<file path="config.mk">
export PLATFORM = sky130hd
export DESIGN_NAME = lru_register_binding_cache
export DESIGN_NICKNAME = d
export VERILOG_FILES = /design/src/rtl/lrbc_pkg.sv /design/src/rtl/lru_register_binding_cache.sv /design/src/rtl/lrbc_front.sv /design/src/rtl/lrbc_fifo.sv /design/src/rtl/lrbc_back.sv
export SDC_FILE = /design/constraint.sdc
export NUM_CORES = 1
export LEC_CHECK = 0
export BUFFER_PORTS_ARGS = -buffer_cell sky130_fd_sc_hd__buf_4
export CAP_MARGIN = 30
export CORE_MARGIN = 5
export CORE_UTILIZATION = 30
export CTS_BUF_LIST = sky130_fd_sc_hd__clkbuf_4 sky130_fd_sc_hd__clkbuf_8
export DETAILED_ROUTE_END_ITERATION = 10
export GPL_TIMING_DRIVEN = 0
export PLACE_DENSITY = 0.52
export SLEW_MARGIN = 20
export SYNTH_ARGS = -nofsm -noshare
export SYNTH_HDL_FRONTEND = slang
export SYNTH_HIERARCHICAL = 1
export SYNTH_SLANG_ARGS = --single-unit
export TNS_END_PERCENT = 20
</file>
<file path="constraint.sdc">
create_clock -name clk -period 15.4 [get_ports clk]
set_input_delay 2.31 -clock clk [delete_from_list [all_inputs] [get_ports clk]]
set_output_delay 2.31 -clock clk [all_outputs]
set_load 0.02 [all_outputs]
</file>
<file path="src/rtl/lrbc_pkg.sv">
package lrbc_pkg;

  // Slot and guest geometry.
  localparam int NUM_SLOTS    = 16;
  localparam int NUM_VOLATILE = 8;
  localparam int NUM_GUESTS   = 32;
  localparam int GUEST_W      = $clog2(NUM_GUESTS);
  localparam int SLOT_W       = $clog2(NUM_SLOTS);
  localparam int SLOT_PORT_W  = 4;
  localparam int FRESH_W      = $clog2(NUM_SLOTS + 1);
  localparam int STAMP_W      = 32;

  // Result limits per input item.
  localparam int MAX_RESULTS = 32;
  localparam int CNT_W       = $clog2(MAX_RESULTS + 1);

  // Command queue between front and back.
  localparam int QUEUE_DEPTH = 2;
  localparam int QPTR_W      = (QUEUE_DEPTH > 1) ? $clog2(QUEUE_DEPTH) : 1;
  localparam int QCNT_W      = $clog2(QUEUE_DEPTH + 1);

  // Input mode codes.
  localparam int MODE_W = 3;
  localparam logic [MODE_W-1:0] MODE_READ          = 3'd0;
  localparam logic [MODE_W-1:0] MODE_WRITE         = 3'd1;
  localparam logic [MODE_W-1:0] MODE_FLUSH         = 3'd2;
  localparam logic [MODE_W-1:0] MODE_FLUSH_RELEASE = 3'd3;
  localparam logic [MODE_W-1:0] MODE_FLUSH_RESTORE = 3'd4;
  localparam logic [MODE_W-1:0] MODE_RESET         = 3'd5;

  localparam int ACT_W = 3;

  typedef enum logic [ACT_W-1:0] {
    ACT_DONE      = 3'd0,
    ACT_LOAD      = 3'd1,
    ACT_ZERO      = 3'd2,
    ACT_WRITEBACK = 3'd3,
    ACT_SAVE      = 3'd4,
    ACT_RESTORE   = 3'd5,
    ACT_OPEN      = 3'd6
  } action_t;

  typedef enum logic [2:0] {
    CMD_ACCESS,
    CMD_FLUSH,
    CMD_FLUSH_REL,
    CMD_FLUSH_RESTORE,
    CMD_RESET,
    CMD_NOP
  } cmd_kind_t;

  typedef struct packed {
    cmd_kind_t          kind;
    logic [GUEST_W-1:0] guest;
    logic               dirty;
  } cmd_t;

  typedef struct packed {
    logic full;
    logic empty;
  } q_status_t;

  typedef struct packed {
    action_t            action;
    logic [SLOT_W-1:0]  slot;
    logic [GUEST_W-1:0] guest;
  } result_t;

  typedef enum logic [3:0] {
    ST_IDLE,
    ST_ACCESS,
    ST_SCAN,
    ST_EVICT,
    ST_BIND,
    ST_OPEN,
    ST_SAVE,
    ST_LOAD,
    ST_FLUSH,
    ST_RESTORE,
    ST_RESET,
    ST_FINISH
  } state_t;

endpackage

</file>
<file path="src/rtl/lru_register_binding_cache.sv">
// An item passes the front holding register and the command queue to the slot
// sequencer, which works on one item at a time; new items are taken meanwhile until
// the queue is full. Each result is held until the next result of its item is made or
// the item's final step. A hit goes through access and finish; a miss binds a fresh,
// empty or LRU slot, then opens, saves and loads; a flush walks every slot in turn.
// Reset (rst, synchronous) empties all bindings, the queue and the outputs.
module lru_register_binding_cache (
  input  logic                                clk,
  input  logic                                rst,
  input  logic                                req_valid,
  output logic                                req_stall,
  input  logic [lrbc_pkg::MODE_W-1:0]         mode,
  input  logic [lrbc_pkg::GUEST_W-1:0]        guest_reg,
  output logic                                rsp_valid,
  input  logic                                rsp_stall,
  output logic [lrbc_pkg::ACT_W-1:0]          action,
  output logic [lrbc_pkg::SLOT_PORT_W-1:0]    slot,
  output logic [lrbc_pkg::GUEST_W-1:0]        guest_index,
  output logic                                last
);

  logic                push_valid;
  lrbc_pkg::cmd_t      push_cmd;
  lrbc_pkg::q_status_t q_status;
  lrbc_pkg::cmd_t      head;
  logic                pop;

  // Front end: accepts and classifies items.
  lrbc_front u_front (
    .clk        (clk),
    .rst        (rst),
    .req_valid  (req_valid),
    .req_stall  (req_stall),
    .mode       (mode),
    .guest_reg  (guest_reg),
    .q_status   (q_status),
    .push_valid (push_valid),
    .push_cmd   (push_cmd)
  );

  // Command queue between the two halves.
  lrbc_fifo u_fifo (
    .clk        (clk),
    .rst        (rst),
    .push_valid (push_valid),
    .push_cmd   (push_cmd),
    .pop        (pop),
    .head       (head),
    .status     (q_status)
  );

  // Back end: binding state and action sequencer.
  lrbc_back u_back (
    .clk         (clk),
    .rst         (rst),
    .q_status    (q_status),
    .head        (head),
    .pop         (pop),
    .rsp_valid   (rsp_valid),
    .rsp_stall   (rsp_stall),
    .action      (action),
    .slot        (slot),
    .guest_index (guest_index),
    .last        (last)
  );

`ifndef NO_ASSERTIONS
  // An accepted item is captured by the front stage.
  a_front_capture: assert property (@(posedge clk) disable iff (rst)
    req_valid && !req_stall |=> push_valid)
    else $error("accepted item not captured by the front stage");

  // The back end never pops an empty queue.
  a_pop_nonempty: assert property (@(posedge clk) disable iff (rst)
    pop |-> !q_status.empty)
    else $error("pop from an empty command queue");

  // A done result is always the final result of its item.
  a_done_is_last: assert property (@(posedge clk) disable iff (rst)
    rsp_valid |-> (action != lrbc_pkg::ACT_DONE) || last)
    else $error("done result without the last flag");
`endif

endmodule

</file>
<file path="src/rtl/lrbc_front.sv">
module lrbc_front (
  input  logic                       clk,
  input  logic                       rst,
  input  logic                       req_valid,
  output logic                       req_stall,
  input  logic [lrbc_pkg::MODE_W-1:0]  mode,
  input  logic [lrbc_pkg::GUEST_W-1:0] guest_reg,
  input  lrbc_pkg::q_status_t        q_status,
  output logic                       push_valid,
  output lrbc_pkg::cmd_t             push_cmd
);

  logic           held_valid;
  lrbc_pkg::cmd_t held_cmd;
  lrbc_pkg::cmd_t cmd_dec;

  // The holding stage blocks new transfers only while the queue is full.
  assign req_stall  = held_valid && q_status.full;
  assign push_valid = held_valid;
  assign push_cmd   = held_cmd;

  // Classify the incoming item into a command for the back end.
  always_comb begin
    cmd_dec.guest = guest_reg;
    cmd_dec.dirty = 1'b0;
    unique case (mode)
      lrbc_pkg::MODE_READ: begin
        cmd_dec.kind = lrbc_pkg::CMD_ACCESS;
      end
      lrbc_pkg::MODE_WRITE: begin
        cmd_dec.kind  = lrbc_pkg::CMD_ACCESS;
        cmd_dec.dirty = (guest_reg != '0);
      end
      lrbc_pkg::MODE_FLUSH: begin
        cmd_dec.kind = lrbc_pkg::CMD_FLUSH;
      end
      lrbc_pkg::MODE_FLUSH_RELEASE: begin
        cmd_dec.kind = lrbc_pkg::CMD_FLUSH_REL;
      end
      lrbc_pkg::MODE_FLUSH_RESTORE: begin
        cmd_dec.kind = lrbc_pkg::CMD_FLUSH_RESTORE;
      end
      lrbc_pkg::MODE_RESET: begin
        cmd_dec.kind = lrbc_pkg::CMD_RESET;
      end
      default: begin
        cmd_dec.kind = lrbc_pkg::CMD_NOP;
      end
    endcase
  end

  // Holding register in front of the command queue.
  always_ff @(posedge clk) begin
    if (rst) begin
      held_valid <= 1'b0;
    end else if (!req_stall) begin
      held_valid <= req_valid;
    end
    if (req_valid && !req_stall) begin
      held_cmd <= cmd_dec;
    end
  end

endmodule

</file>
<file path="src/rtl/lrbc_fifo.sv">
module lrbc_fifo (
  input  logic                clk,
  input  logic                rst,
  input  logic                push_valid,
  input  lrbc_pkg::cmd_t      push_cmd,
  input  logic                pop,
  output lrbc_pkg::cmd_t      head,
  output lrbc_pkg::q_status_t status
);

  lrbc_pkg::cmd_t                   entries [lrbc_pkg::QUEUE_DEPTH];
  logic [lrbc_pkg::QPTR_W-1:0]      wr_ptr;
  logic [lrbc_pkg::QPTR_W-1:0]      rd_ptr;
  logic [lrbc_pkg::QCNT_W-1:0]      count;
  logic                             do_push;
  logic                             do_pop;

  assign status.full  = (count == lrbc_pkg::QCNT_W'(lrbc_pkg::QUEUE_DEPTH));
  assign status.empty = (count == '0);
  assign head         = entries[rd_ptr];

  assign do_push = push_valid && !status.full;
  assign do_pop  = pop && !status.empty;

  // Pointers wrap at the queue depth.
  always_ff @(posedge clk) begin
    if (rst) begin
      wr_ptr <= '0;
      rd_ptr <= '0;
      count  <= '0;
    end else begin
      if (do_push) begin
        entries[wr_ptr] <= push_cmd;
        if (wr_ptr == lrbc_pkg::QPTR_W'(lrbc_pkg::QUEUE_DEPTH - 1)) begin
          wr_ptr <= '0;
        end else begin
          wr_ptr <= wr_ptr + 1'b1;
        end
      end
      if (do_pop) begin
        if (rd_ptr == lrbc_pkg::QPTR_W'(lrbc_pkg::QUEUE_DEPTH - 1)) begin
          rd_ptr <= '0;
        end else begin
          rd_ptr <= rd_ptr + 1'b1;
        end
      end
      if (do_push && !do_pop) begin
        count <= count + 1'b1;
      end else if (!do_push && do_pop) begin
        count <= count - 1'b1;
      end
    end
  end

endmodule

</file>
<file path="src/rtl/lrbc_back.sv">
module lrbc_back (
  input  logic                              clk,
  input  logic                              rst,
  input  lrbc_pkg::q_status_t               q_status,
  input  lrbc_pkg::cmd_t                    head,
  output logic                              pop,
  output logic                              rsp_valid,
  input  logic                              rsp_stall,
  output logic [lrbc_pkg::ACT_W-1:0]        action,
  output logic [lrbc_pkg::SLOT_PORT_W-1:0]  slot,
  output logic [lrbc_pkg::GUEST_W-1:0]      guest_index,
  output logic                              last
);

  localparam int SW = lrbc_pkg::SLOT_W;
  localparam int GW = lrbc_pkg::GUEST_W;
  localparam int TW = lrbc_pkg::STAMP_W;

  lrbc_pkg::state_t state;
  lrbc_pkg::state_t state_next;
  lrbc_pkg::cmd_t   cmd;

  // Binding state.
  logic [lrbc_pkg::NUM_SLOTS-1:0]  slot_valid;
  logic [lrbc_pkg::NUM_SLOTS-1:0]  slot_dirty;
  logic [GW-1:0]                   slot_guest [lrbc_pkg::NUM_SLOTS];
  logic [TW-1:0]                   slot_stamp [lrbc_pkg::NUM_SLOTS];
  logic [SW-1:0]                   guest_map [lrbc_pkg::NUM_GUESTS];
  logic [lrbc_pkg::NUM_GUESTS-1:0] guest_mapped;
  logic [TW-1:0]                   stamp_counter;
  logic [lrbc_pkg::FRESH_W-1:0]    fresh_ptr;
  logic                            frame_open;

  // Sequencer working registers.
  logic [SW-1:0] idx;
  logic [SW-1:0] best;
  logic [TW-1:0] best_stamp;
  logic [SW-1:0] victim;
  logic          took_empty;
  logic          need_open;

  // Result hold stage and output register.
  logic                        hold_valid;
  lrbc_pkg::result_t           hold;
  logic [lrbc_pkg::CNT_W-1:0]  count;
  logic                        out_valid;
  lrbc_pkg::result_t           out_res;
  logic                        out_last;

  // Step controls.
  logic              advance;
  logic              produce;
  lrbc_pkg::result_t prod_res;
  logic              finish;
  logic              count_ok;
  logic              push;
  lrbc_pkg::result_t push_res;
  logic              push_last;

  // Derived views of the slot under the scan index.
  logic          idx_last;
  logic          hit;
  logic [SW-1:0] hit_slot;
  logic          fresh_free;
  logic [TW-1:0] cur_stamp;
  logic [GW-1:0] cur_guest;
  logic          cur_valid;
  logic          cur_dirty;
  logic          scan_lower;
  logic [SW-1:0] best_pick;
  logic          flush_skip;
  logic          flush_restore;
  logic          victim_vol;
  logic          idx_vol;

  function automatic logic slot_is_scratch(input logic [SW-1:0] s);
    return int'(s) < lrbc_pkg::NUM_VOLATILE;
  endfunction

  assign advance    = !out_valid || !rsp_stall;
  assign idx_last   = (idx == SW'(lrbc_pkg::NUM_SLOTS - 1));
  assign hit        = guest_mapped[cmd.guest];
  assign hit_slot   = guest_map[cmd.guest];
  assign fresh_free = (fresh_ptr < lrbc_pkg::FRESH_W'(lrbc_pkg::NUM_SLOTS));
  assign cur_stamp  = slot_stamp[idx];
  assign cur_guest  = slot_guest[idx];
  assign cur_valid  = slot_valid[idx];
  assign cur_dirty  = slot_dirty[idx];
  assign scan_lower = (cur_stamp < best_stamp);
  assign best_pick  = scan_lower ? idx : best;
  assign victim_vol = slot_is_scratch(victim);
  assign idx_vol    = slot_is_scratch(idx);
  assign flush_skip = !cur_valid || ((cmd.kind == lrbc_pkg::CMD_FLUSH_REL) && !idx_vol);
  assign flush_restore = !flush_skip && (cmd.kind == lrbc_pkg::CMD_FLUSH_RESTORE) && !idx_vol;

  // Next-state logic of the sequencer.
  always_comb begin
    state_next = state;
    if (advance) begin
      unique case (state)
        lrbc_pkg::ST_IDLE: begin
          if (!q_status.empty) begin
            unique case (head.kind) inside
              lrbc_pkg::CMD_ACCESS: state_next = lrbc_pkg::ST_ACCESS;
              lrbc_pkg::CMD_FLUSH, lrbc_pkg::CMD_FLUSH_REL,
              lrbc_pkg::CMD_FLUSH_RESTORE: state_next = lrbc_pkg::ST_FLUSH;
              lrbc_pkg::CMD_RESET: state_next = lrbc_pkg::ST_RESET;
              default: state_next = lrbc_pkg::ST_FINISH;
            endcase
          end
        end
        lrbc_pkg::ST_ACCESS: begin
          if (hit) begin
            state_next = lrbc_pkg::ST_FINISH;
          end else if (fresh_free) begin
            state_next = lrbc_pkg::ST_BIND;
          end else begin
            state_next = lrbc_pkg::ST_SCAN;
          end
        end
        lrbc_pkg::ST_SCAN: begin
          if (!cur_valid) begin
            state_next = lrbc_pkg::ST_BIND;
          end else if (idx_last) begin
            state_next = lrbc_pkg::ST_EVICT;
          end
        end
        lrbc_pkg::ST_EVICT:   state_next = lrbc_pkg::ST_BIND;
        lrbc_pkg::ST_BIND:    state_next = lrbc_pkg::ST_OPEN;
        lrbc_pkg::ST_OPEN:    state_next = lrbc_pkg::ST_SAVE;
        lrbc_pkg::ST_SAVE:    state_next = lrbc_pkg::ST_LOAD;
        lrbc_pkg::ST_LOAD:    state_next = lrbc_pkg::ST_FINISH;
        lrbc_pkg::ST_FLUSH: begin
          if (flush_restore) begin
            state_next = lrbc_pkg::ST_RESTORE;
          end else if (idx_last) begin
            state_next = lrbc_pkg::ST_FINISH;
          end
        end
        lrbc_pkg::ST_RESTORE: begin
          state_next = idx_last ? lrbc_pkg::ST_FINISH : lrbc_pkg::ST_FLUSH;
        end
        lrbc_pkg::ST_RESET:   state_next = lrbc_pkg::ST_FINISH;
        lrbc_pkg::ST_FINISH:  state_next = lrbc_pkg::ST_IDLE;
        default:              state_next = lrbc_pkg::ST_IDLE;
      endcase
    end
  end

  // Result produced by the current step, if any.
  always_comb begin
    pop      = 1'b0;
    produce  = 1'b0;
    finish   = 1'b0;
    prod_res = '{action: lrbc_pkg::ACT_DONE, slot: idx, guest: cur_guest};
    unique case (state)
      lrbc_pkg::ST_IDLE: begin
        pop = advance && !q_status.empty;
      end
      lrbc_pkg::ST_ACCESS: begin
        produce  = hit;
        prod_res = '{action: lrbc_pkg::ACT_DONE, slot: hit_slot, guest: cmd.guest};
      end
      lrbc_pkg::ST_EVICT: begin
        produce  = cur_dirty;
        prod_res = '{action: lrbc_pkg::ACT_WRITEBACK, slot: idx, guest: cur_guest};
      end
      lrbc_pkg::ST_OPEN: begin
        produce  = need_open;
        prod_res = '{action: lrbc_pkg::ACT_OPEN, slot: victim, guest: cmd.guest};
      end
      lrbc_pkg::ST_SAVE: begin
        produce  = !victim_vol && took_empty;
        prod_res = '{action: lrbc_pkg::ACT_SAVE, slot: victim, guest: cmd.guest};
      end
      lrbc_pkg::ST_LOAD: begin
        produce  = 1'b1;
        prod_res = '{action: (cmd.guest == '0) ? lrbc_pkg::ACT_ZERO : lrbc_pkg::ACT_LOAD,
                     slot: victim, guest: cmd.guest};
      end
      lrbc_pkg::ST_FLUSH: begin
        produce  = !flush_skip && cur_dirty;
        prod_res = '{action: lrbc_pkg::ACT_WRITEBACK, slot: idx, guest: cur_guest};
      end
      lrbc_pkg::ST_RESTORE: begin
        produce  = 1'b1;
        prod_res = '{action: lrbc_pkg::ACT_RESTORE, slot: idx, guest: cur_guest};
      end
      lrbc_pkg::ST_FINISH: begin
        finish = 1'b1;
      end
      default: begin
        produce = 1'b0;
      end
    endcase
  end

  // A held result moves on once the next one exists; the last one goes out
  // at the end of the command with the last flag, or a done result if none.
  assign count_ok = (count < lrbc_pkg::CNT_W'(lrbc_pkg::MAX_RESULTS));
  assign push     = advance && ((produce && count_ok && hold_valid) || finish);
  assign push_last = finish;
  always_comb begin
    if (finish && !hold_valid) begin
      push_res = '{action: lrbc_pkg::ACT_DONE, slot: '0, guest: '0};
    end else begin
      push_res = hold;
    end
  end

  // Sequencer state, binding state and result stages.
  always_ff @(posedge clk) begin
    if (rst) begin
      state         <= lrbc_pkg::ST_IDLE;
      slot_valid    <= '0;
      slot_dirty    <= '0;
      guest_mapped  <= '0;
      stamp_counter <= '0;
      fresh_ptr     <= '0;
      frame_open    <= 1'b0;
      hold_valid    <= 1'b0;
      count         <= '0;
      out_valid     <= 1'b0;
    end else begin
      state <= state_next;

      if (advance) begin
        unique case (state)
          lrbc_pkg::ST_IDLE: begin
            if (pop) begin
              cmd <= head;
              idx <= '0;
            end
          end
          lrbc_pkg::ST_ACCESS: begin
            if (hit) begin
              slot_stamp[hit_slot] <= stamp_counter;
              stamp_counter        <= stamp_counter + 1'b1;
              if (cmd.dirty) begin
                slot_dirty[hit_slot] <= 1'b1;
              end
            end else if (fresh_free) begin
              victim     <= fresh_ptr[SW-1:0];
              fresh_ptr  <= fresh_ptr + 1'b1;
              took_empty <= 1'b1;
            end else begin
              idx        <= '0;
              best       <= '0;
              best_stamp <= slot_stamp[0];
              took_empty <= 1'b0;
            end
          end
          lrbc_pkg::ST_SCAN: begin
            if (!cur_valid) begin
              victim     <= idx;
              took_empty <= 1'b1;
            end else begin
              best <= best_pick;
              if (scan_lower) begin
                best_stamp <= cur_stamp;
              end
              if (idx_last) begin
                idx    <= best_pick;
                victim <= best_pick;
              end else begin
                idx <= idx + 1'b1;
              end
            end
          end
          lrbc_pkg::ST_EVICT: begin
            guest_mapped[cur_guest] <= 1'b0;
          end
          lrbc_pkg::ST_BIND: begin
            slot_guest[victim]     <= cmd.guest;
            slot_valid[victim]     <= 1'b1;
            slot_stamp[victim]     <= stamp_counter;
            stamp_counter          <= stamp_counter + 1'b1;
            slot_dirty[victim]     <= cmd.dirty;
            guest_map[cmd.guest]    <= victim;
            guest_mapped[cmd.guest] <= 1'b1;
            need_open              <= !victim_vol && !frame_open;
            if (!victim_vol) begin
              frame_open <= 1'b1;
            end
          end
          lrbc_pkg::ST_FLUSH: begin
            if (!flush_skip && (cmd.kind == lrbc_pkg::CMD_FLUSH_REL)) begin
              guest_mapped[cur_guest] <= 1'b0;
              slot_valid[idx]         <= 1'b0;
              slot_dirty[idx]         <= 1'b0;
            end
            if (!flush_restore && !idx_last) begin
              idx <= idx + 1'b1;
            end
          end
          lrbc_pkg::ST_RESTORE: begin
            if (!idx_last) begin
              idx <= idx + 1'b1;
            end
          end
          lrbc_pkg::ST_RESET: begin
            slot_valid    <= '0;
            slot_dirty    <= '0;
            guest_mapped  <= '0;
            stamp_counter <= '0;
            fresh_ptr     <= '0;
            frame_open    <= 1'b0;
          end
          default: begin
            cmd <= cmd;
          end
        endcase

        // Results past the limit are dropped; the held one stays the final one.
        if (produce && count_ok) begin
          hold       <= prod_res;
          hold_valid <= 1'b1;
          count      <= count + 1'b1;
        end
        if (finish) begin
          hold_valid <= 1'b0;
          count      <= '0;
        end
      end

      // Output register.
      if (push) begin
        out_valid <= 1'b1;
        out_res   <= push_res;
        out_last  <= push_last;
      end else if (!rsp_stall) begin
        out_valid <= 1'b0;
      end
    end
  end

  assign rsp_valid   = out_valid;
  assign action      = out_res.action;
  assign slot        = lrbc_pkg::SLOT_PORT_W'(out_res.slot);
  assign guest_index = out_res.guest;
  assign last        = out_last;

endmodule

</file>
### After elaboration in Yosys (flattened, before gate mapping)

Memory sizes are Yosys's and may differ from the RTL's. A register that Yosys moved wholly into a read port is not among the register bits.
Index checks and enable logic that the tools add are counted.

* register bits: 208
* latch bits: 0
* RAM bits: 738
* ROM bits: 0
* input port bits: 12
* memories kept: 4

Memory list
* u_back.slot_stamp: words 16, width 32, rd ports 2, clocked after memory_dff 1, wr ports 1, line lrbc_back.sv:27 `logic [TW-1:0] slot_stamp [lrbc_pkg::NUM_SLOTS];`
* u_back.guest_map: words 32, width 4, rd ports 1, clocked after memory_dff 1, wr ports 1, line lrbc_back.sv:28 `logic [SW-1:0] guest_map [lrbc_pkg::NUM_GUESTS];`
* u_back.slot_guest: words 16, width 5, rd ports 1, clocked after memory_dff 1, wr ports 1, line lrbc_back.sv:26 `logic [GW-1:0] slot_guest [lrbc_pkg::NUM_SLOTS];`
* u_fifo.entries: words 2, width 9, rd ports 1, clocked after memory_dff 1, wr ports 1, line lrbc_fifo.sv:11 `lrbc_pkg::cmd_t entries [lrbc_pkg::QUEUE_DEPTH];`

* $add $sub $neg: 8
* multipliers: 0
* div/mod/pow operators: 0
* $lt $le $gt $ge: 15
* equality and inequality tests: 41
* shift-type cells: 0
* mux-type cells: 103
* bitwise logic cells: 9
* reductions and logical operators: 81

Operators with widths (count)
* $mux W32: 7
* $pmux W32 S4: 1
* $pmux W32 S3: 1
* $mux W4: 22
* $pmux W12 S6: 1
* $mux W16: 4
* $pmux W16 S4: 1
* $pmux W32 S2: 1
* $pmux W16 S3: 1
* $pmux W4 S10: 1
* $mux W1: 35
* $add A32 B1 Y32 const B: 1
* $and A16 B16 Y16: 2
* $and A32 B32 Y32: 1
* $lt A32 B32 Y1: 1
* $not A32 Y32: 1
* $or A16 B16 Y16: 2
* $or A32 B32 Y32: 1
* $reduce_or A32 Y1: 1
* $logic_and A1 B1 Y1: 24
* $eq A4 B4 Y1 const B: 5
* $pmux W4 S5: 1
* $eq A3 B2 Y1 const B: 6
* $reduce_and A3 Y1: 6
* 58 further kinds: 130

### Logic depth before layout (Yosys ltp)

Gate-level depths: netlist (run 1).

* depth in word-level cells: 12
* depth in mapped cells: 15

### Modules after synthesis

Netlist (run 1), hierarchy kept.

By module, submodules not included
* lrbc_back: instances 1, cells each 2447, area each 39008.7 sq um, seq. area each 26485.4 sq um
* lrbc_fifo: instances 1, cells each 54, area each 873.3 sq um, seq. area each 640.6 sq um
* lrbc_front: instances 1, cells each 23, area each 369.1 sq um, seq. area each 290.3 sq um

### Least setup slack after synthesis (run 1)

Ideal clock, no wire load.

* path kind: reg-to-reg
* start: register with a tool-made name
* end: register u_back.best_stamp[0] (enable)
* setup time: 0.470 ns
* arrival: 6.344 ns
* slack: 8.586 ns
* stages on the path, launching flop included: 14
* path buffers: 5
* period minus slack after synthesis: 6.814 ns
* path through: dfxtp_1 buf_2 clkbuf_1 buf_1 buf_2 mux4_2 mux4_2 ha_1 or4_1 o22ai_1 o211a_1 o21ai_4 buf_6 a21boi_0

RTL lines
* end signal, assigned: line lrbc_back.sv:249 `best_stamp <= slot_stamp[0];`
* end signal, assigned: line lrbc_back.sv:260 `best_stamp <= cur_stamp;`
* end, declared: line lrbc_back.sv:37 `logic [TW-1:0] best_stamp;`

==> impl_metrics.ini, run 1 <==
[outcome]
outcome = completed

[finish]
drive_gt1_frac = 0.233
final_common_cell = edfxtp_1
area.growth.synth_to_final_pct = 16.9
final_nets = 2810
register_area_um2 = 27400
fin_util = 0.353
final_area_um2 = 47100
final_cell_mix = 827 x edfxtp_1, 228 x mux4_2, 183 x nand2_1
multi_input_area_um2 = 12100
fillers = 12858

[worst_setup_path]
worst_path_max_delay_cell = clkbuf_1
worstPathCellList = clkbuf_1 > clkbuf_1 > buf_1 > clkbuf_1 > mux4_2 > mux4_2 > ha_1 > a211oi_1 > o21ai_0 > a221oi_1 > o31a_2 > o21ai_4 > buf_6 > a21boi_4 > buf_16
cp_max_fo = 16
path_class = register to register
critical_path_arrival_ns = 7.29
required_ns = 15.93
slowest_delay_ns = 0.78
cp_common_cell = clkbuf_1
start_kind = register
critPathCaptureType = register

[sta]
hold_viol = 0
setup-tns-final_ns = 0
min_period_ns = 6.76
relSlewSlack = 0.313
drv_slew = 0
postLayoutSetupSlackWorst_ns = 8.64
setup-violations-final = 0
max_slew.worst_pin.slew_ns = 1.03
clock_skew_ns = 0.0599
finalCritPeriodShare = 0.439
rsz0062_at_grt = no
fmax_ghz = 0.148

[yosys]
synth_top_area_frac = 0.617
synth-edff-count = 827
synthTopCellsByArea = edfxtp_1 62%, mux4_2 13%, dfxtp_1 6.4%
synth_top_area_cell = edfxtp_1
synth-seq-cells = 956
yosys_warnings = 6
avgSynthCellArea_um2 = 15.9
synthCells = 2524
yosysUniqueCellTypes = 84
ys.flop_type = edfxtp_1
syn-cell-area_um2 = 40300
synthArstFlopShare = 0
synth_nets = 2575
synth_seq_area_share = 0.681

[cts]
cts_hold_buffers = 0
post_cts_buffers = 0
clkTransAtPathRegs_ns = 0.06
cts_buffers = 159
cts_resized = 0
cts.sinks = 956
cts_tree = yes
cts-root-buf = clkbuf_8
clockBufferDepth = 3
worstSkewPairLatency_ns = 0.86
cts_max_level = 4

[detailed_routing]
ant_nets = 0
wl_um = 108000
wl_per_cell_um = 23.3
drtIter0Drc = 2267
viasPerCell = 5.14
vias = 23938
drc = 0
first_pass_iters = 5

[floorplan]
die_w_um = 376
die-area_um2 = 142000
placementRows = 134
chipHeight_um = 376
io_pins = 27
start_util = 0.302
coreArea_um2 = 133000

[placed_design]
numPortBuffers = 26
dp.final_hpwl_um = 73300
gp_congestion = 0.908
placed_cell_area_um2 = 43800
pre_cts_ws_ns = 8.54

[min_path]
hp-class = register to register

[global_routing]
grt.total_usage = 0.152
grt_overflow_total = 0
grt_pass1_wl_um = 161000
grt_start_max_net_pins = 26
grt_pass1_vias = 24194
antenna_found_initial = 2

[power_and_ir_drop]
p_per_area_nw_per_um2 = 152
vdd.ir_drop.worst_mv = 0.0855
p_leak_nw = 16.2

[run]
cap_violations = 0
[layout make-up]
class / count / area share
Clock buffer: 225 / 0.0583
Tap cell: 1768 / 0.0470
Antenna cell: 2 / 0.000106
Buffer: 159 / 0.0142
Sequential cell: 956 / 0.582
Timing Repair Buffer: 74 / 0.0256
Multi-Input combinational cell: 1356 / 0.258
Clock inverter: 62 / 0.0103
Inverter: 53 / 0.00423
[worst paths after layout]
path,from,to,slack (ns),depth (start not counted)
max,register,u_back/best_stamp[14]$_DFFE_PP_,8.64,15
min,u_front/push_cmd[0]$_SDFFCE_PP0P_,u_fifo/entries[1][0]$_DFFE_PP_,0.44,0
max reg2reg,register,u_back/best_stamp[14]$_DFFE_PP_,8.64,15
min reg2reg,u_front/push_cmd[0]$_SDFFCE_PP0P_,u_fifo/entries[1][0]$_DFFE_PP_,0.44,0
[flip-flops by register name, summed over array words and instances, names as in the netlist, 3 cells and up, named ones only]
signal	flops
u_back/action	3
u_back/best	4
u_back/best_stamp	32
u_back/cmd	9
u_back/count	6
u_back/fresh_ptr	5
u_back/guest_index	5
u_back/guest_map	128
u_back/guest_mapped	32
u_back/hold	12
u_back/idx	4
u_back/slot	4
u_back/slot_dirty	16
u_back/slot_guest	80
u_back/slot_stamp	512
u_back/slot_valid	16
u_back/stamp_counter	32
u_back/state	4
u_back/victim	4
u_fifo/entries	18
u_front/push_cmd	9
[critical path, delay by kind of cell (launching register included)]
family	cells	cell delay (ns)
adder cells (fa/ha/maj)	1	0.30
AO/OA/AOI/OAI	6	1.85
multiplexers	2	0.94
flip-flops	1	0.31
buffers and inverters	6	3.01
[Yosys cell counts, types with 25 or more instances]
master    number
a21oi_1      141
nor3_1        50
edfxtp_1     827
nand3_1       54
clkbuf_1     105
mux2i_1       29
buf_1         25
dfxtp_1      129
nor2_1       177
mux4_2       228
o21ai_0       60
inv_1         50
nor2b_1       30
nand2_1      183
ha_1          39
[per-stage QoR]
step | hold WS [ns] | std cells | power [mW]
2_1_floorplan | 0.421 | 2524 | 4.23
3_3_place_gp | 0.425 | 4318 | 4.86
3_5_place_dp | 0.433 | 4360 | 4.91
4_1_cts | 0.444 | 4647 | 7.21
5_1_grt | 0.450 | 4655 | 7.48
6_report | 0.444 | 4655 | 7.15
[where the power goes]
| part | switching [mW] | leakage, nW | internal [mW] |
|---|---|---|---|
| sequential | 0.0723 | 9.62 | 2.91 |
| clock | 1.04 | 1.70 | 1.24 |
| combinational | 1.21 | 4.88 | 0.671 |
| total | 2.32 | 16.2 | 4.83 |
[cells by family after synthesis]
group,after synthesis,share of synthesized area
XOR/XNOR,7,0.00152
AND/OR/NAND/NOR,626,0.0740
buffers and inverters,212,0.0214
multiplexers,289,0.147
adder cells (fa/ha/maj),40,0.0124
AO/OA/AOI/OAI,394,0.0631
flip-flops,956,0.681
[routing by layer]
metal / routed length (um) / global-route usage / vias to the layer above
met4: 2930 / 0.0481 / 0
li1: - / - / 10539
met5: 0 / 0 / -
met1: 48000 / 0.208 / 12299
met3: 6500 / 0.0305 / 209
met2: 51100 / 0.243 / 891
No activity file was read; power rests on OpenSTA's default activity.
==> run 2: changes to the inputs <==
--- a/config.mk
+++ b/config.mk
@@ -12,7 +12,7 @@
 export CTS_BUF_LIST = sky130_fd_sc_hd__clkbuf_4 sky130_fd_sc_hd__clkbuf_8
 export DETAILED_ROUTE_END_ITERATION = 10
 export GPL_TIMING_DRIVEN = 0
-export PLACE_DENSITY = 0.52
+export PLACE_DENSITY = 0.53
 export SLEW_MARGIN = 20
 export SYNTH_ARGS = -nofsm -noshare
 export SYNTH_HDL_FRONTEND = slang
==> constraint.sdc (replaced) <==
create_clock -name clk -period 6.1 [get_ports clk]
set_input_delay 0.915 -clock clk [delete_from_list [all_inputs] [get_ports clk]]
set_output_delay 0.915 -clock clk [all_outputs]
set_load 0.02 [all_outputs]
==> run 2 against run 1 <==
Count of clock-buffer cells in the layout is 2 lower. Highest routed layer unchanged. Sequential share of layout area is 0.095 points higher. Combinational power grew to 2.5 times the previous value.
==> impl_metrics.ini, run 2 (same netlist as run 1, synthesis figures left out) <==
[outcome]
outcome = completed

[run]
cap_violations = 0

[global_routing]
grt.total_usage = 0.150
grt_util_met3 = 0.0299
grt_start_max_net_pins = 29
grt_util_met1 = 0.204
grt_pass1_vias = 24183
grt.met2_usage = 0.240
grt_busiest_layer = met2
antenna_found_initial = 2
grt_overflow_total = 0
grt_pass1_wl_um = 159000

[worst_setup_path]
path_class = register to register
start_kind = register
critPathCaptureType = register
worst_path_max_delay_cell = buf_2
critical_path_arrival_ns = 6.29
worstPathCellList = buf_2 > buf_1 > buf_6 > mux4_2 > mux4_2 > ha_1 > or4_1 > o22ai_1 > o211a_1 > o21ai_4 > buf_6 > a21boi_4 > buf_16 > buf_16
required_ns = 6.64
slowest_delay_ns = 0.69
cp_max_fo = 28

[cts]
post_cts_buffers = 0
clockBufferDepth = 3
cts_buffers = 155
cts-root-buf = clkbuf_8
cts.sinks = 956
worstSkewPairLatency_ns = 0.85
cts_tree = yes
cts_max_level = 4
clkTransAtPathRegs_ns = 0.06
cts_hold_buffers = 0

[sta]
setup-violations-final = 0
relSlewSlack = 0.297
postLayoutSetupSlackWorst_ns = 0.348
fmax_ghz = 0.174
finalCritPeriodShare = 0.943
max_slew.worst_pin.slew_ns = 1.05
drv_slew = 0
holdWs_ns = 0.289
min_period_ns = 5.75
hold_viol = 0
rsz0062_at_grt = no
clock_skew_ns = 0.0589

[placed_design]
numPortBuffers = 26
pre_cts_ws_ns = -0.934
gp_congestion = 0.920
placed_cells = 4360
dp.final_hpwl_um = 72800

[detailed_routing]
wl_per_cell_um = 23.1
wl_um = 107000
ant_nets = 0
vias = 23796
viasPerCell = 5.12
first_pass_iters = 6
drc = 0
drtIter0Drc = 2231

[power_and_ir_drop]
vdd.ir_drop.worst_mv = 0.222
total_power_mw = 18.0
p_per_area_nw_per_um2 = 383
p_leak_nw = 16.2

[finish]
area.growth.synth_to_final_pct = 16.8
final_cell_mix = 827 x edfxtp_1, 228 x mux4_2, 183 x nand2_1
drive_gt1_frac = 0.235
layout.cells.non_filler = 4647
fin_util = 0.352
top_register = u_back/slot_stamp
final_nets = 2801
reg.largest.list = u_back/slot_stamp: 512 flops, u_back/guest_map: 128 flops, u_back/slot_guest: 80 flops
largest_register_ffs = 512
final_common_cell = edfxtp_1

[floorplan]
io_pins = 27
coreArea_um2 = 133000
chipHeight_um = 376
placementRows = 134
die-area_um2 = 142000
start_util = 0.302
die_w_um = 376

[min_path]
hp-class = primary input to register
[run 2: where the power goes]
group / leakage (nW) / internal (mW) / switching (mW)
Combinational: 4.88 / 1.69 / 3.08
Sequential: 9.62 / 7.35 / 0.187
Clock: 1.71 / 3.09 / 2.58
Total: 16.2 / 12.1 / 5.85
[run 2: routing by layer]
layer,up-vias,share of wire
met5,-,0
met4,0,0.028
met3,202,0.063
met2,914,0.47
met1,12147,0.44
li1,10533,-
[run 2: timing repair]
item / in CTS / in global routing
pin swaps: 0 / 0
endpoints found under the setup margin: 48 / 16
gates resized for setup: 8 / 1
[run 2: through the flow]
step | TNS (ns) | cell area (um2)
6_report | 0 | 47000
5_1_grt | 0 | 47000
4_1_cts | 0 | 47000
3_5_place_dp | -35.33 | 43800
3_3_place_gp | -629.43 | 42700
2_1_floorplan | 0 | 40300
[run 2: cell type report]
cell class              count  area [um2]
plain buffers             156         672
multi-input cells        1356       12100
repair buffers             72        1170
clock buffers             223        2740
inverters                  53         199
flip-flops and latches    956       27400
fillers                 12801       86500
clock inverters            60         457
diodes                      3        7.51
well taps                1768        2210
[run 2: critical path, delay by kind of cell (launching register included)]
kind                       cells  cell delay (ns)
DFF                            1             0.30
muxes                          2             1.01
AOI/OAI and AO/OA              4             1.34
buffers and inverters          6             2.03
adders and majority gates      1             0.22
and+or+nand+nor                1             0.49
[run 2: path summary, 6_finish.rpt]
check | startpoint | endpoint | slack [ns] | cells past startpoint
max | register | u_back/best_stamp[13]$_DFFE_PP_ | 0.35 | 14
min | guest_reg[1] | u_front/push_cmd[2]$_DFFE_PP_ | 0.29 | 1
max reg2reg | register | u_back/best_stamp[13]$_DFFE_PP_ | 0.35 | 14
min reg2reg | u_front/push_cmd[8]$_DFFE_PP_ | u_fifo/entries[1][8]$_DFFE_PP_ | 0.44 | 0
==> run 3: changes to the inputs <==
--- a/config.mk
+++ b/config.mk
@@ -7,12 +7,15 @@
 export LEC_CHECK = 0
 export BUFFER_PORTS_ARGS = -buffer_cell sky130_fd_sc_hd__buf_4
 export CAP_MARGIN = 30
+export CELL_PAD_IN_SITES_DETAIL_PLACEMENT = 1
+export CELL_PAD_IN_SITES_GLOBAL_PLACEMENT = 2
 export CORE_MARGIN = 5
 export CORE_UTILIZATION = 30
 export CTS_BUF_LIST = sky130_fd_sc_hd__clkbuf_4 sky130_fd_sc_hd__clkbuf_8
 export DETAILED_ROUTE_END_ITERATION = 10
 export GPL_TIMING_DRIVEN = 0
-export PLACE_DENSITY = 0.53
+export MAX_ROUTING_LAYER = met4
+export PLACE_DENSITY = 0.64
 export SLEW_MARGIN = 20
 export SYNTH_ARGS = -nofsm -noshare
 export SYNTH_HDL_FRONTEND = slang
==> run 3 against run 2 <==
Combinational power rose by 3%. Cell count rose by 0.58%. Sequential share of layout area fell by 0.37 points. First-iteration DRC count fell by 21%. Clock power rose by 7.2%. Sequential cell count did not move. Global-route usage rose by 1.9 points. Routed wire length rose by 9.2%. Highest routed layer unchanged. Via count rose by 1.8%. Critical path depth did not move.
==> impl_metrics.ini, run 3 (same netlist as run 1, synthesis figures left out) <==
[finish]
top_register = u_back/slot_stamp
largest_register_ffs = 512
reg.largest.list = u_back/slot_stamp: 512 flops, u_back/guest_map: 128 flops, u_back/slot_guest: 80 flops
register_area_um2 = 27400
final_nets = 2817
fillers = 13804
multi_input_area_um2 = 12100
area.growth.synth_to_final_pct = 17.5
final_cell_mix = 827 x edfxtp_1, 228 x mux4_2, 183 x nand2_1
layout.cells.non_filler = 4674
final_common_cell = edfxtp_1
drive_gt1_frac = 0.236

[run]
cap_violations = 0

[sta]
fmax_ghz = 0.173
max_slew.worst_pin.slew_ns = 0.995
setup-tns-final_ns = 0
finalCritPeriodShare = 0.946
rsz0062_at_grt = no
clock_skew_ns = 0.0561
postLayoutSetupSlackWorst_ns = 0.330
drv_slew = 0
min_period_ns = 5.77
relSlewSlack = 0.337
hold_viol = 0
setup-violations-final = 0

[global_routing]
grt.total_usage = 0.169
grt_pass1_vias = 25915
antenna_found_initial = 2
grt_start_max_net_pins = 29
grt_pass1_wl_um = 174000
grt_overflow_total = 0

[floorplan]
die_w_um = 376
io_pins = 27
placementRows = 134
die-area_um2 = 142000
chipHeight_um = 376
coreArea_um2 = 133000
start_util = 0.302

[outcome]
outcome = completed

[placed_design]
dp.final_hpwl_um = 80900
pre_cts_ws_ns = -0.925
numPortBuffers = 26
gp_congestion = 0.866
placed_cells = 4364

[detailed_routing]
drc = 0
wl_um = 117000
vias = 24235
drtIter0Drc = 1769
viasPerCell = 5.19
first_pass_iters = 5
ant_nets = 0
wl_per_cell_um = 25.1

[worst_setup_path]
path_class = register to register
worst_path_max_delay_cell = dfxtp_2
cp_max_fo = 17
start_kind = register
required_ns = 6.65
worstPathCellList = clkbuf_2 > buf_2 > clkdlybuf4s15_2 > mux4_2 > mux4_2 > ha_1 > a21oi_1 > o22ai_1 > o22ai_1 > o211a_1 > o21ai_4 > buf_6 > a21boi_4 > buf_16
critPathCaptureType = register
critical_path_arrival_ns = 6.32
slowest_delay_ns = 0.51

[cts]
cts-root-buf = clkbuf_8
worstSkewPairLatency_ns = 0.86
cts_max_level = 4
cts_tree = yes
clkTransAtPathRegs_ns = 0.06
cts_buffers = 162
clockBufferDepth = 3
cts.sinks = 956

[min_path]
hp-class = primary input to register

[power_and_ir_drop]
p_per_area_nw_per_um2 = 392
vdd.ir_drop.worst_mv = 0.179
p_leak_nw = 16.3
## run 3: metal layers
| layer | vias up | part of all wire | track usage |
|---|---|---|---|
| li1 | 10550 | - | - |
| met1 | 12820 | 0.44 | 0.222 |
| met2 | 691 | 0.49 | 0.272 |
| met3 | 174 | 0.048 | 0.0280 |
| met4 | 0 | 0.025 | 0.0497 |
| met5 | - | 0 | - |
## run 3: critical path, delay by kind of cell, from the launching register on
family | cells | cell delay [ns]
AOI/OAI and AO/OA | 6 | 1.97
buffers and inverters | 5 | 1.71
DFF | 1 | 0.51
muxes | 2 | 0.88
adders and majority gates | 1 | 0.34
## run 3: report_power, final
part	switching [mW]	internal (mW)	leakage (nW)
registers	0.196	7.35	9.62
logic	3.18	1.73	4.91
clock network	2.72	3.35	1.82
total	6.10	12.4	16.3
## run 3: what timing repair did
item / in CTS / in global routing
hold buffers: 0 / 0
setup endpoints to repair: 48 / 29
setup buffers: 0 / 0
gates cloned: 0 / 0
gates resized for setup: 8 / 2
## run 3: path summary, 6_finish.rpt
path	from	end	slack, ns	cells past startpoint
worst max-delay path	register	u_back/best_stamp[15]$_DFFE_PP_	0.33	14
worst max register to register	register	u_back/best_stamp[15]$_DFFE_PP_	0.33	14
worst min register to register	u_front/push_cmd[8]$_DFFE_PP_	u_fifo/entries[0][8]$_DFFE_PP_	0.45	0
worst min-delay path	guest_reg[2]	u_front/push_cmd[3]$_DFFE_PP_	0.27	1
## run 3: cell type report
cell class	instances	share of cell area
clock inverter	82	0.0152
clock buffer	221	0.0573
multi-input combinational	1356	0.256
inverter	53	0.00421
timing repair buffer	81	0.0263
sequential	956	0.580
buffer	156	0.0142
tap	1768	0.0468
antenna	1	0.0000529
## run 3: metrics by stage
step                      hold slack (ns)  total power [mW]  instance area [um2]   util
final                               0.268              18.5                47300  0.354
after global routing                0.182              19.4                47300  0.354
after CTS                           0.152              18.7                47200  0.354
after detailed placement            0.434              12.6                43800  0.328
after global placement              0.430              12.3                42700  0.320
after floorplan                     0.421              10.7                40300      -
